## src/rtl/avd_pkg.sv

```systemverilog
// shared types, constants and helpers for the vertex dedup block
`timescale 1ns / 1ps
`default_nettype none
package avd_pkg;

  localparam int TABLE_DEPTH = 1024;
  localparam int ADDR_W      = (TABLE_DEPTH > 1) ? $clog2(TABLE_DEPTH) : 1;
  localparam int CNT_W       = $clog2(TABLE_DEPTH + 1);
  localparam int LANE_W      = 20;
  localparam int BASIS_W     = 16;
  localparam int CROSS_W     = 33;
  localparam int PROD_W      = CROSS_W + LANE_W;
  localparam int ACC_W       = 56;
  localparam int CFG_W       = 60;

  localparam logic [1:0] REG_BASIS_E1 = 2'd0;
  localparam logic [1:0] REG_BASIS_E2 = 2'd1;
  localparam logic [1:0] REG_ORIGIN   = 2'd2;

  typedef struct packed {
    logic signed [LANE_W-1:0] z;
    logic signed [LANE_W-1:0] y;
    logic signed [LANE_W-1:0] x;
  } point_t;

  typedef struct packed {
    logic full;
    logic empty;
  } q_stat_t;

  typedef enum logic [1:0] {F_IDLE, F_CALC, F_PUSH} front_state_t;
  typedef enum logic [1:0] {B_IDLE, B_SRCH} back_state_t;
  typedef enum logic [2:0] {M_LOAD, M_CSUB, M_INIT, M_ADD, M_FIN} mac_op_t;

  function automatic logic signed [LANE_W-1:0] round_sat(input logic signed [ACC_W-1:0] v);
    logic signed [ACC_W-29:0] r;
    r = v[ACC_W-1:28];
    if (r > (ACC_W-28)'(524287))       round_sat = LANE_W'(524287);
    else if (r < -(ACC_W-28)'(524288)) round_sat = -LANE_W'(524288);
    else                               round_sat = r[LANE_W-1:0];
  endfunction

endpackage
`default_nettype wire

```

## src/rtl/avd_queue.sv

```systemverilog
// two-word queue between the transform front end and the table search
`timescale 1ns / 1ps
`default_nettype none
module avd_queue import avd_pkg::*; (
  input  wire logic   clk,
  input  wire logic   rst,
  input  wire logic   wr,
  input  wire point_t wdata,
  input  wire logic   rd,
  output point_t      rdata,
  output q_stat_t     stat
);

  point_t slot [2];
  logic wp, rp;
  logic [1:0] cnt;

  assign stat.full  = (cnt == 2'd2);
  assign stat.empty = (cnt == 2'd0);
  assign rdata      = slot[rp];

  always_ff @(posedge clk) begin
    if (rst) begin
      wp  <= 1'b0;
      rp  <= 1'b0;
      cnt <= 2'd0;
    end else begin
      if (wr) wp <= !wp;
      if (rd) rp <= !rp;
      cnt <= cnt + 2'(wr) - 2'(rd);
    end
  end

  always_ff @(posedge clk) begin
    if (wr) slot[wp] <= wdata;
  end

endmodule
`default_nettype wire

```

## config.mk

```make
export PLATFORM = sky130hd
export DESIGN_NAME = avd_queue
export DESIGN_NICKNAME = d
export VERILOG_FILES = /design/src/rtl/avd_pkg.sv /design/src/rtl/avd_queue.sv
export SDC_FILE = /design/constraint.sdc
export NUM_CORES = 1
export LEC_CHECK = 0
export BUFFER_PORTS_ARGS = -buffer_cell sky130_fd_sc_hd__buf_2
export CORE_MARGIN = 4
export CORE_UTILIZATION = 50
export DETAILED_ROUTE_END_ITERATION = 8
export GPL_ROUTABILITY_DRIVEN = 0
export PLACE_DENSITY = 0.83
export SYNTH_ARGS = -nofsm -noshare
export SYNTH_HDL_FRONTEND = slang
export SYNTH_SLANG_ARGS = --single-unit
export TNS_END_PERCENT = 1
```

## constraint.sdc

```tcl
create_clock -name clk -period 4.13 [get_ports clk]
set_input_delay 0.413 -clock clk [delete_from_list [all_inputs] [get_ports clk]]
set_output_delay 0.413 -clock clk [all_outputs]
set_load 0.03 [all_outputs]
```

[Yosys cells after proc, flatten, opt, wreduce, memory -nomap -nowiden]
Memories as Yosys holds them, arrays and structs flattened. A register that Yosys moved wholly into a read port is not among the register bits.
Cells that the tools add are included.
Word-level totals
  flip-flop bits (word level): 4
  bits in writable memories: 120
  input bits: 64
  output and inout bits: 62
  word-level logic and storage cells: 14
  memories kept: 1
Cells by class
  add/sub/neg operators: 2
  eq/ne operators: 1
  multiplexer cells: 4
  reduce and logical (&&, ||, !) cells: 3
Memories
  slot: words 2, bits a word 60, rd ports 1, clocked after Yosys merged registers in 1, write ports 1, line avd_queue.sv:14  | point_t slot [2];
Operator list (number)
  2-to-1 mux 1 bit: 4
  adder 2 x 1 -> 2 bit: 1
  equality test 2 bit, second input constant: 1
  logical NOT 1 bit: 2
  logical NOT 2 bit: 1
  subtractor 2 x 1 -> 2 bit: 1

[Depth between registers and ports, before layout]
  depth in word-level cells: 3
  depth in mapped cells: 6
  depth with buffers taken out: 6

[Worst setup path before layout]
Ideal clock, no wire load.
  path kind: input -> register
  start point: input wr
  end point: memory slot[0][0] in the netlist's numbering, enable pin
  library setup time: 485 ps
  data arrival time: 3057 ps
  data required time: 3645 ps
  path slack: 588 ps
  stages on the path: 1
  path buffers: 0
  cell sequence: nor2b_1
On the way
  cells in the longest elaborated chain, start to end: 2
Ends and longest elaborated chain
  from (decl): line avd_queue.sv:7  | input wire logic wr,
  2-to-1 mux 1 bit: line avd_queue.sv:35  | if (wr) slot[wp] <= wdata;
  2-to-1 mux 1 bit (not written as such): line avd_queue.sv:35
  to (decl): line avd_queue.sv:14
Every way passes these cells.

==> run summary <==
The starting utilization of the core area came out at 52.0%. The maximum count of clock buffers along a single path came out at 2. The number of placement rows is 35. At the pin with the least slew margin, the transition time is ~1100 ps. After detailed routing, the average wire length per cell comes to roughly 16 microns. The maximum vdd ir drop came out at around 320 uV. The number of sinks handled by clock tree synthesis is around 130.

Data arrives at the worst endpoint at between 2000 and 2500 ps. Global routing finished with a remaining overflow of 0. The leakage power summed over all cells came out at between 2 and 2.5 nW.

STA classifies the critical path endpoint as an output port. The first global-routing pass estimated about 13000 microns of wire. The number of pins exceeding their max-slew limit in the final report was 0. The CTS clock-pin slew for the worst setup and hold paths is about 60 ps. Counting I/O delays and the setup requirement, the final critical path takes 2560 ps. The number of warnings reported in the yosys synthesis log came out at 0. The sequential element share of the synthesized area is approximately 76%. The die outline height is between 100 and 150 microns. Counting the fill cells in the layout gives roughly 670.

The worst max-slew margin expressed relative to the limit is about a quarter. A synthesized cell averages 23.3 sq um. The number of global-route vias before repair came out at 2519.

The tightest min-delay check is of the input pin to register type. The area added between synthesis and finish is 25.5%. TritonCTS built the clock tree. The count of different cell masters after synthesis came out at 12. The area of the die is between 10000 and 15000 sq um.

In the final timing run, aggregate negative setup slack is 0 ps. The post-layout net count is roughly 410. The number of resized instances in the post-cts repair step came out at 0. The horizontal die dimension is 107 microns. Buffers inserted to repair hold after CTS numbered 0. The total detailed-routing wirelength is around 8000 microns.

After detailed routing, the number of remaining DRC violations is 0. Leaving out fill and tap cells, the most frequent cell in the layout is sky130_fd_sc_hd__buf_2. The core area is 9330 sq um.

The end-of-flow core utilization came out at between 60% and 70%. The count of final hold-check violations is 0. The synthesized netlist net count is ~270. The repair_antennas step left the layout with diodes totalling 0. The final HPWL from detailed placement came out at ~5400 microns.

The max-cap check violation count is 0. The number of buffers created by CTS came out at 17. The run finished with clean final reports. The boundary pin count is about 130. Across all layers, the routed design uses 2311 vias. The part of the cycle the worst path needs is roughly three fifths. The mean number of vias per cell is 4.73. The worst endpoint required time came out at about 3700 ps. In this run the tool buffered the top-level ports with 125 buffer cells. The largest driver fanout on the critical path is 60. The final total power is 3.31 mW. The H-tree was split into 4 levels. The clock latency reported for the late side of the worst-skew pair came out at approximately 480 ps. The worst clock skew on the final layout came out at around 10 ps. In the layout the commonest cells are sky130_fd_sc_hd__buf_2, sky130_fd_sc_hd__edfxtp_1, sky130_fd_sc_hd__mux2_4. Setup repair after global routing left no endpoint under its margin. The critical path is of the register to output port type. The tree is rooted in a sky130_fd_sc_hd__clkbuf_8. The post-CTS setup-driven buffer insertion count came out at 0.

The power density of the placed cells is roughly 540 nW/um^2. The number of DRC violations after detailed-routing iteration 0 came out at 74. The cell count after synthesis came out at about 210. The pre-antenna-repair detailed-routing pass consisted of 4 iterations.

The fmax came out at approximately 0.39 GHz. The nature of the critical path startpoint is a register. The pin count of the biggest net entering global routing is slightly above 60. In the global route stage, overall resource usage came out at between 10% and 20%. Synthesis inferred roughly 130 register bits. The synthesized netlist occupies a cell area of roughly 4900 sq um. The number of antenna violations at the first check in global routing came out at 1.

The layout cell share with drive strength beyond 1 is between 60% and 70%. The count of nets left with antenna violations once routing finished came out at 0. The number of setup violations in the final report is 0.
final cells by class:
| cell class | count | area (sq um) | share of cell area, % |
|---|---|---|---|
| clock buffers | 19 | 422 | 6.93 |
| flip-flops and latches | 125 | 3710 | 60.9 |
| multi-input cells | 74 | 1020 | 16.7 |
| inverters | 2 | 7.51 | 0.123 |
| clock inverters | 12 | 124 | 2.03 |
| repair buffers | 128 | 648 | 10.6 |
| well taps | 129 | 161 | 2.65 |
cells in the mapped netlist:
cell type                  instances  share of area (%)
sky130_fd_sc_hd__edfxtp_1        120                 74
sky130_fd_sc_hd__buf_12            6                2.5
sky130_fd_sc_hd__nor2_1            5               0.39
sky130_fd_sc_hd__nor2b_1           3               0.39
sky130_fd_sc_hd__mux2_4           60                 19
sky130_fd_sc_hd__xnor2_1           2               0.36
sky130_fd_sc_hd__dfxtp_1           5                2.1
sky130_fd_sc_hd__inv_1             2               0.15
sky130_fd_sc_hd__and2_1            1               0.13
sky130_fd_sc_hd__buf_6             1               0.23
sky130_fd_sc_hd__ha_1              2               0.52
sky130_fd_sc_hd__xnor3_1           1               0.46
kinds of logic (layout without fill, tap and decap cells):
family / count (synthesis) / in the layout / synth area share, %
mux: 60 / 60 / 18.6
flops: 125 / 125 / 76.3
xor+xnor: 3 / 3 / 0.825
simple gates: 9 / 9 / 0.903
fa+ha+maj: 2 / 2 / 0.516
buf+inv: 9 / 161 / 2.86
registers in the layout, indices dropped and copies added, names as in the netlist, named ones only:
signal  flops
rp          1
wp          1
slot      120
cnt         2
final timing paths:
path / depth (start not counted) / end / slack, ps / start
min reg2reg: 2 / rp$_SDFFE_PP0P_ / 560 / rp$_SDFFE_PP0P_
max reg2reg: 2 / slot[1][29]$_DFFE_PP_ / 2120 / wp$_SDFFE_PP0P_
max: 2 / rdata[32] / 1570 / register
min: 1 / slot[1][4]$_DFFE_PP_ / 110 / wdata[4]
worst max-delay path, stage by stage, from the launching register on:
cell and delay [ps]:
sky130_fd_sc_hd__dfxtp_4 1070, sky130_fd_sc_hd__mux2_4 360, sky130_fd_sc_hd__buf_2 180
layer usage:
metal	track usage (%)	vias to the layer above	part of all wire (%)
met5	0	-	0.16
met4	4.66	2	0.46
met3	6.62	4	6.8
met2	25.2	78	52
met1	16.7	1134	40
li1	-	1093	-
metrics by stage:
stage          setup slack (ps)  hold slack, ps  instance area, sq um  std cells
2_1_floorplan               588             480                  4850        208
3_3_place_gp               1990             491                  5540        458
3_5_place_dp               1970             535                  5540        458
4_1_cts                    1520            82.9                  6090        489
5_1_grt                    1460            71.1                  6090        489
6_report                   1570             107                  6090        489
power breakdown:
group	switching [mW]	leakage [nW]	internal [mW]	total [mW]
clock	0.489	0.263	0.849	1.34
combinational	0.247	1.02	0.194	0.440
sequential	0.0538	1.17	1.48	1.54
total	0.790	2.45	2.52	3.31
(Power assumes the default switching activity.)
