`src/rtl/avd_pkg.sv`:
```
// shared types, constants and helpers for the vertex dedup block
`timescale 1ns / 1ps
`default_nettype none
package avd_pkg;

  localparam int TABLE_DEPTH = 1024;
  localparam int ADDR_W      = (TABLE_DEPTH > 1) ? $clog2(TABLE_DEPTH) : 1;
  localparam int CNT_W       = $clog2(TABLE_DEPTH + 1);
  localparam int LANE_W      = 20;
  localparam int BASIS_W     = 16;
  localparam int CROSS_W     = 33;
  localparam int PROD_W      = CROSS_W + LANE_W;
  localparam int ACC_W       = 56;
  localparam int CFG_W       = 60;

  localparam logic [1:0] REG_BASIS_E1 = 2'd0;
  localparam logic [1:0] REG_BASIS_E2 = 2'd1;
  localparam logic [1:0] REG_ORIGIN   = 2'd2;

  typedef struct packed {
    logic signed [LANE_W-1:0] z;
    logic signed [LANE_W-1:0] y;
    logic signed [LANE_W-1:0] x;
  } point_t;

  typedef struct packed {
    logic full;
    logic empty;
  } q_stat_t;

  typedef enum logic [1:0] {F_IDLE, F_CALC, F_PUSH} front_state_t;
  typedef enum logic [1:0] {B_IDLE, B_SRCH} back_state_t;
  typedef enum logic [2:0] {M_LOAD, M_CSUB, M_INIT, M_ADD, M_FIN} mac_op_t;

  function automatic logic signed [LANE_W-1:0] round_sat(input logic signed [ACC_W-1:0] v);
    logic signed [ACC_W-29:0] r;
    r = v[ACC_W-1:28];
    if (r > (ACC_W-28)'(524287))       round_sat = LANE_W'(524287);
    else if (r < -(ACC_W-28)'(524288)) round_sat = -LANE_W'(524288);
    else                               round_sat = r[LANE_W-1:0];
  endfunction

endpackage
`default_nettype wire

```
`src/rtl/avd_front.sv`:
```
// front end: takes a point and runs the affine transform on one shared multiplier
`timescale 1ns / 1ps
`default_nettype none
module avd_front import avd_pkg::*; (
  input  wire logic                     clk,
  input  wire logic                     rst,
  input  wire logic                     push,
  output logic                          full,
  input  wire logic signed [LANE_W-1:0] in_x,
  input  wire logic signed [LANE_W-1:0] in_y,
  input  wire logic signed [LANE_W-1:0] in_z,
  input  wire logic [47:0]              basis_e1,
  input  wire logic [47:0]              basis_e2,
  input  wire logic [59:0]              origin_offset,
  input  wire q_stat_t                  q_stat,
  output logic                          q_wr,
  output point_t                        q_wdata
);

  front_state_t state, state_next;
  logic [3:0] step;
  point_t p;
  logic signed [CROSS_W-1:0] c [3];
  logic signed [ACC_W-1:0] acc;
  point_t res;

  logic signed [BASIS_W-1:0] a0, a1, a2, b0, b1, b2;
  logic signed [LANE_W-1:0]  o0, o1, o2;
  logic signed [CROSS_W-1:0] op_a;
  logic signed [LANE_W-1:0]  op_b;
  logic signed [PROD_W-1:0]  prod;
  logic signed [ACC_W-1:0]   term14, sum;
  mac_op_t mop;
  logic [1:0] idx;
  logic signed [LANE_W-1:0] o_sel;

  assign a0 = basis_e1[15:0];
  assign a1 = basis_e1[31:16];
  assign a2 = basis_e1[47:32];
  assign b0 = basis_e2[15:0];
  assign b1 = basis_e2[31:16];
  assign b2 = basis_e2[47:32];
  assign o0 = origin_offset[19:0];
  assign o1 = origin_offset[39:20];
  assign o2 = origin_offset[59:40];

  // step schedule: six steps for the cross product, then three per output lane
  always_comb begin
    op_a  = CROSS_W'(a0);
    op_b  = LANE_W'(b0);
    mop   = M_LOAD;
    idx   = 2'd0;
    o_sel = o0;
    unique case (step)
      4'd0:  begin op_a = CROSS_W'(a1); op_b = LANE_W'(b2); mop = M_LOAD; end
      4'd1:  begin op_a = CROSS_W'(a2); op_b = LANE_W'(b1); mop = M_CSUB; idx = 2'd0; end
      4'd2:  begin op_a = CROSS_W'(a2); op_b = LANE_W'(b0); mop = M_LOAD; end
      4'd3:  begin op_a = CROSS_W'(a0); op_b = LANE_W'(b2); mop = M_CSUB; idx = 2'd1; end
      4'd4:  begin op_a = CROSS_W'(a0); op_b = LANE_W'(b1); mop = M_LOAD; end
      4'd5:  begin op_a = CROSS_W'(a1); op_b = LANE_W'(b0); mop = M_CSUB; idx = 2'd2; end
      4'd6:  begin op_a = CROSS_W'(a0); op_b = p.x; mop = M_INIT; o_sel = o0; end
      4'd7:  begin op_a = CROSS_W'(b0); op_b = p.y; mop = M_ADD; end
      4'd8:  begin op_a = c[0]; op_b = p.z; mop = M_FIN; idx = 2'd0; end
      4'd9:  begin op_a = CROSS_W'(a1); op_b = p.x; mop = M_INIT; o_sel = o1; end
      4'd10: begin op_a = CROSS_W'(b1); op_b = p.y; mop = M_ADD; end
      4'd11: begin op_a = c[1]; op_b = p.z; mop = M_FIN; idx = 2'd1; end
      4'd12: begin op_a = CROSS_W'(a2); op_b = p.x; mop = M_INIT; o_sel = o2; end
      4'd13: begin op_a = CROSS_W'(b2); op_b = p.y; mop = M_ADD; end
      4'd14: begin op_a = c[2]; op_b = p.z; mop = M_FIN; idx = 2'd2; end
      default: begin end
    endcase
  end

  assign prod   = PROD_W'(op_a) * PROD_W'(op_b);
  assign term14 = ACC_W'(prod) <<< 14;
  assign sum    = acc + ACC_W'(prod);

  always_comb begin
    state_next = state;
    full       = (state != F_IDLE);
    q_wr       = 1'b0;
    q_wdata    = res;
    unique case (state)
      F_IDLE: if (push) state_next = F_CALC;
      F_CALC: if (step == 4'd14) state_next = F_PUSH;
      F_PUSH: begin
        q_wr = !q_stat.full;
        if (!q_stat.full) state_next = F_IDLE;
      end
      default: state_next = F_IDLE;
    endcase
  end

  always_ff @(posedge clk) begin
    if (rst) begin
      state <= F_IDLE;
      step  <= 4'd0;
    end else begin
      state <= state_next;
      if (state == F_CALC) step <= step + 4'd1;
      else                 step <= 4'd0;
    end
  end

  always_ff @(posedge clk) begin
    if (state == F_IDLE && push) begin
      p.x <= in_x;
      p.y <= in_y;
      p.z <= in_z;
    end
    if (state == F_CALC) begin
      case (mop)
        M_LOAD: acc <= ACC_W'(prod);
        M_CSUB: c[idx] <= CROSS_W'(acc - ACC_W'(prod));
        M_INIT: acc <= term14 + (ACC_W'(o_sel) <<< 28) + (ACC_W'(1) <<< 27);
        M_ADD:  acc <= acc + term14;
        M_FIN: begin
          case (idx)
            2'd0:    res.x <= round_sat(sum);
            2'd1:    res.y <= round_sat(sum);
            default: res.z <= round_sat(sum);
          endcase
        end
        default: begin end
      endcase
    end
  end

endmodule
`default_nettype wire

```
`config.mk`:
```
export PLATFORM = sky130hd
export DESIGN_NAME = avd_front
export DESIGN_NICKNAME = d
export VERILOG_FILES = /design/src/rtl/avd_pkg.sv /design/src/rtl/avd_front.sv
export SDC_FILE = /design/constraint.sdc
export NUM_CORES = 2
export LEC_CHECK = 0
export BUFFER_PORTS_ARGS = -buffer_cell sky130_fd_sc_hd__buf_2
export CELL_PAD_IN_SITES_DETAIL_PLACEMENT = 1
export CELL_PAD_IN_SITES_GLOBAL_PLACEMENT = 1
export CORE_MARGIN = 2
export CORE_UTILIZATION = 35
export DETAILED_ROUTE_END_ITERATION = 10
export PLACE_DENSITY = 0.72
export SYNTH_ARGS = -nofsm -noshare
export SYNTH_HDL_FRONTEND = slang
export SYNTH_SLANG_ARGS = --single-unit
```
`constraint.sdc`:
```
create_clock -name clk -period 10.7 [get_ports clk]
set_input_delay 1.07 -clock clk [delete_from_list [all_inputs] [get_ports clk]]
set_output_delay 1.07 -clock clk [all_outputs]
set_load 0.01 [all_outputs]
```
Word level (Yosys, flattened, before mapping). Memories as Yosys holds them, arrays and structs flattened. Index checks and enable logic that the tools add are counted. W data, S select, Z words.

Register bits after elaboration: 182. Latch bits: 0. Memory bits (writable): 99. Bits in read-only memories: 0. Memories kept: 1.

Memory list: c (words 3, width 33, read ports 3, clocked after memory_dff 0, write ports 1, line avd_front.sv:23) `logic signed [CROSS_W-1:0] c [3];`.

$add $sub $neg: 6. $mul: 1. Divide/modulo/power cells: 0. Order comparisons: 2. Equality and inequality tests: 24. Shift operators: 0. Muxes and demuxes: 16. Bitwise operators: 2. Reductions and logical operators: 25.

Operator list (number): $pmux W33 S8 (1); $pmux W56 S3 (1); $pmux W20 S5 (1); $add A56 B29 Y56 const B (1); $add A56 B48 Y56 (1); $add A56 B53 Y56 (1); $add A56 B56 Y56 (1); $mul A33 B20 Y53 (1); $mux W20 (2); $pmux W20 S2 (1); $sub A33 B33 Y33 (1); $eq A4 B4 Y1 const B (7); $gt A28 B20 Y1 const B (1); $lt A28 B20 Y1 const B (1); $reduce_or A3 Y1 (6); $eq A4 B3 Y1 const B (4); $pmux W3 S4 (1); $reduce_and A3 Y1 (4); $reduce_or A2 Y1 (6); $eq A4 B2 Y1 const B (2); $eq A3 B2 Y1 const B (2); $mux W2 (3); $ne A2 B2 Y1 const B (3); $pmux W2 S3 (1); other kinds (17) (23).

Longest topological paths before layout.
Word-level depth: 8. Depth in mapped cells: 54. Depth with buffers taken out: 48.

Worst setup path after synthesis. Ideal clock, no wire load.

Path kind: register to register. Start: register step[1]. End: register res, in the netlist q_wdata[10], data pin. Arrival: 11.614 ns. Slack: -1.173 ns. Cell stages (with the launch flop): 49. Period minus slack after synthesis: 11.873 ns. Path through: dfxtp_1 > inv_1 > ha_1 > clkbuf_1 > and3_1 > clkbuf_1 > or3_1 > or2_1 > or4_1 > buf_2 > buf_4 > a31oi_2 > buf_2 > nand2_1 > fa_1 > inv_1 > fa_1 > inv_1 > [... 13 more ...] > nor2_1 > o41ai_1 > a21oi_1 > o21bai_1 > a21oi_1 > xnor2_1 > ha_1 > a21oi_1 > o211ai_1 > a211oi_2 > o211ai_1 > o211a_1 > a31o_2 > a31oi_1 > xor2_4 > a41oi_4 > buf_6 > a21o_1.

Cells in the longest elaborated chain, start to end: 8.

RTL lines: from (decl) (line avd_front.sv:21) `logic [3:0] step;`; from (signal assigned) (line avd_front.sv:100) `if (state == F_CALC) step <= step + 4'd1;`; $eq A4 B4 Y1, or another cell as far along (line avd_front.sv:54) `unique case (step)`; $reduce_or A3 Y1 (no line) / $reduce_or A2 Y1 (equally long branches); $pmux W33 S8 / $pmux W20 S5 (equally long branches) (line avd_front.sv:54); $mul A33 B20 Y53 * (line avd_front.sv:74) `assign prod = PROD_W'(op_a) * PROD_W'(op_b);`; $add A56 B53 Y56 * (line avd_front.sv:76) `assign sum = acc + ACC_W'(prod);`; $lt A28 B20 Y1 (line avd_pkg.sv:39) `else if (r < -(ACC_W-28)'(524288)) round_sat = -LANE_W'(524288);`; $mux W20 (line avd_pkg.sv:39); $mux W20 *; to (decl) (line avd_front.sv:25) `point_t res;`.

Every way passes the cells marked *; elsewhere a longest branch is shown, timed or not. A chain may end at the register's enable or synchronous reset.

Worst setup path in the final report.
Start: register step[0]. End: register res, in the netlist q_wdata[31], data pin.

Cells in the longest elaborated chain, start to end: 8.

RTL lines: $eq A4 B4 Y1, or another cell as far along (line avd_front.sv:54); $reduce_or A3 Y1 (no line) / $reduce_or A2 Y1 (equally long branches); $pmux W33 S8 / $pmux W20 S5 (equally long branches) (line avd_front.sv:54); $mul A33 B20 Y53 * (line avd_front.sv:74); $add A56 B53 Y56 * (line avd_front.sv:76); $lt A28 B20 Y1 (line avd_pkg.sv:39); $mux W20 (line avd_pkg.sv:39); $mux W20 * (line avd_pkg.sv:38) `if (r > (ACC_W-28)'(524287)) round_sat = LANE_W'(524287);`.

Marked as above.

==> impl_metrics.env <==
export IMPL_status="complete, but fails checks"
export IMPL_violations="setup timing"
export IMPL_drt_initial_drc_count=3449
export IMPL_slowest_delay_ps=660
export IMPL_first_global_vias=43300
export IMPL_maxSlewHeadroom_pct=19.9
export IMPL_criticalPathCategory="reg -> reg"
export IMPL_rsz0062_at_grt="true"
export IMPL_dp_hpwl_mm=141
export IMPL_insertion_delay_ps=590
export IMPL_grt_max_degree=62
export IMPL_ys_seq_area_share_pct=19.8
export IMPL_min_path_type="reg -> reg"
export IMPL_start_util_pct=35.3
export IMPL_grt_ovfl_total=0
export IMPL_cp_max_fo=12
export IMPL_die_area_sq_um=124000
export IMPL_gp_congestion=0.956
export IMPL_worstMarginPinSlew_ps=1200
export IMPL_yosysTopAreaCell="fa_1"
export IMPL_pin_count=283
export IMPL_crit_path_top_delay_cell="or4_4"
export IMPL_core_region_area_sq_um=120000
export IMPL_cp_arrival_ps=12690
export IMPL_drive_above_1_share_pct=29.2
export IMPL_synth_flop_cell="edfxtp_1"
export IMPL_final_antenna_net_count=0
export IMPL_hold_viol=0
export IMPL_antenna_found_initial=6
export IMPL_slew_violations=0
export IMPL_cts_tree="yes"
export IMPL_yosys_top_cells_area="fa_1 31%, edfxtp_1 19%, ha_1 8.7%, inv_1 7.6%, nand2_1 5.1%"
export IMPL_cts_sinks=281
export IMPL_setup_viol=115
export IMPL_synth_seq_cells=281
export IMPL_fin_worst_skew_ps=34.9
export IMPL_rows=127
export IMPL_tns_ps=-110600
export IMPL_post_route_period_util_pct=114
export IMPL_vias_per_cell=5.37
export IMPL_vias=39600
export IMPL_synth_cells=4590
export IMPL_syn_area_sq_um=42400
export IMPL_root_buffer="clkbuf_16"
export IMPL_yosysWarnings=0
export IMPL_ys_types=102
export IMPL_setup_worst_path_start_class="register"
export IMPL_nets=6908
export IMPL_grt_pass1_wl_mm=262
export IMPL_critPathMostFrequentCell="fa_1"
export IMPL_die_h_um=352
export IMPL_synth_top_area_share_pct=31.0
export IMPL_synth_edf_count=275
export IMPL_r2r_slack_ps=-1550
export IMPL_layout_setup_ws_ps=-1550
export IMPL_maxCapViolCount=0
export IMPL_clock_path_buffers=3
export IMPL_nFillCells=13900
export IMPL_cts_hold_buf=0
export IMPL_cp_end_kind="register"
export IMPL_firstDrtPassIters=7
export IMPL_crit_required_ps=11140
export IMPL_max_freq_mhz=81.6
export IMPL_ys_async_sr_fraction_pct=0
export IMPL_cts_inserted_buffers=36
export IMPL_htree_levels=2
export IMPL_die_w_um=352
export IMPL_totalWireLength_mm=175
export IMPL_grtUsageTotal_pct=27.3
export IMPL_synth_nets=5764
export IMPL_area_growth_pct=34.3
export IMPL_drc_errors=0
export IMPL_min_period_ps=12250
export IMPL_portBuffers=281
export IMPL_clkSlewWorstSetupHoldPaths_ps=60
export IMPL_routedWlPerCell_um=23.8
export IMPL_synthesis_area_per_instance_sq_um=9.24
-- cell usage in the layout, fill, tap and decap left out, types with 28 or more instances in the layout --
cell | netlist | routed
a21o_1 | 102 | 102
a21oi_1 | 183 | 150
a21oi_2 | 1 | 31
a222oi_1 | 51 | 51
a22oi_1 | 28 | 28
and2_1 | 31 | 29
buf_12 | 0 | 85
buf_2 | 94 | 281
buf_4 | 2 | 911
clkbuf_16 | 0 | 44
edfxtp_1 | 275 | 275
fa_1 | 657 | 641
ha_1 | 296 | 271
inv_1 | 864 | 852
nand2_1 | 576 | 567
nand3_1 | 51 | 40
nor2_1 | 445 | 428
o21a_1 | 41 | 34
o21ai_0 | 103 | 82
xnor2_1 | 115 | 96
xor2_1 | 45 | 40
-- flip-flops by register name, indices dropped and copies added, names as in the netlist --
name and cells:
acc 56, c 99, p 60, q_wdata 60, state 2, step 4
-- synthesized netlist by cell type, types with 9 or more instances --
library cell and n:
a211o_1 10, a211oi_1 30, a21o_1 102, a21oi_1 183
a221oi_1 13, a222oi_1 51, a22o_1 10, a22oi_1 28
a31oi_1 27, a41o_1 24, a41oi_1 22, and2_1 31
and3_1 29, buf_2 94, clkbuf_1 96, edfxtp_1 275
fa_1 657, ha_1 296, inv_1 864, mux2i_1 10
nand2_1 576, nand2b_1 27, nand3_1 51, nand4_1 17
nor2_1 445, nor2b_1 24, nor3_1 29, o211ai_1 20
o21a_1 41, o21ai_0 103, o21ai_1 21, o21ai_2 9
o21bai_1 26, o31ai_1 10, or3_1 12, xnor2_1 115
xor2_1 45
-- per-stage QoR --
step	area [sq um]	hold slack (ps)	setup WS, ps	util [%]	instances
after floorplan	42900	451	-698	-	4590
after global placement	53500	418	-1770	44.5	7231
after detailed placement	53500	444	-1870	44.5	7231
after CTS	55600	454	-1310	46.3	7322
after global routing	57000	478	-1870	47.4	7377
final	57000	458	-1550	47.4	7377
-- path summary, 6_finish.rpt --
check                              from           to  depth (start not counted)
worst max-delay path            step[0]  q_wdata[31]                         47
worst min-delay path            step[0]      step[0]                          1
worst max register to register  step[0]  q_wdata[31]                         47
worst min register to register  step[0]      step[0]                          1
-- logic make-up after synthesis --
kind of cell / count (synthesis) / share of synthesized area, %
AND/OR/NAND/NOR: 1281 / 12.8
buffers and inverters: 1071 / 9.83
XOR/XNOR: 163 / 3.49
multiplexers: 12 / 0.289
AO/OA/AOI/OAI: 829 / 14.1
flip-flops: 281 / 19.8
adder cells (fa/ha/maj): 953 / 39.7
-- timing repair --
| item | CTS | global route |
|---|---|---|
| pin swaps | 39 | 88 |
| buffers inserted | 20 | 49 |
| setup endpoints to repair | 136 | 136 |
| hold endpoints to repair | 0 | 0 |
| cloned | 5 | 8 |
| resized for setup | 122 | 180 |
-- cell type report --
| class | count | area, sq um | area share (%) |
|---|---|---|---|
| repair buffers | 1304 | 10400 | 18.2 |
| clock buffers | 48 | 977 | 1.72 |
| clock inverters | 18 | 245 | 0.430 |
| diodes | 3 | 7.51 | 0.0132 |
| flip-flops and latches | 281 | 8390 | 14.7 |
| inverters | 871 | 3270 | 5.75 |
| well taps | 1612 | 2020 | 3.54 |
| multi-input cells | 3240 | 31700 | 55.6 |
-- worst max-delay path: cells and delay by family, from the launching register on --
| kind | cells | cell delay (ps) |
|---|---|---|
| buffers and inverters | 10 | 1360 |
| adders and majority gates | 10 | 4240 |
| and+or+nand+nor | 10 | 3120 |
| AOI/OAI and AO/OA | 17 | 3000 |
| DFF | 1 | 360 |
-- routing by layer --
metal	global-route usage [%]	part of all wire [%]	up-vias
li1	-	-	17200
met1	37.5	42	20400
met2	44.6	47	1653
met3	4.07	7.6	311
met4	8.23	3.6	2
met5	0	0.0057	-
Power is not shown: default switching activity piles up to over one toggle a cycle in this logic, so the estimate is an artifact.
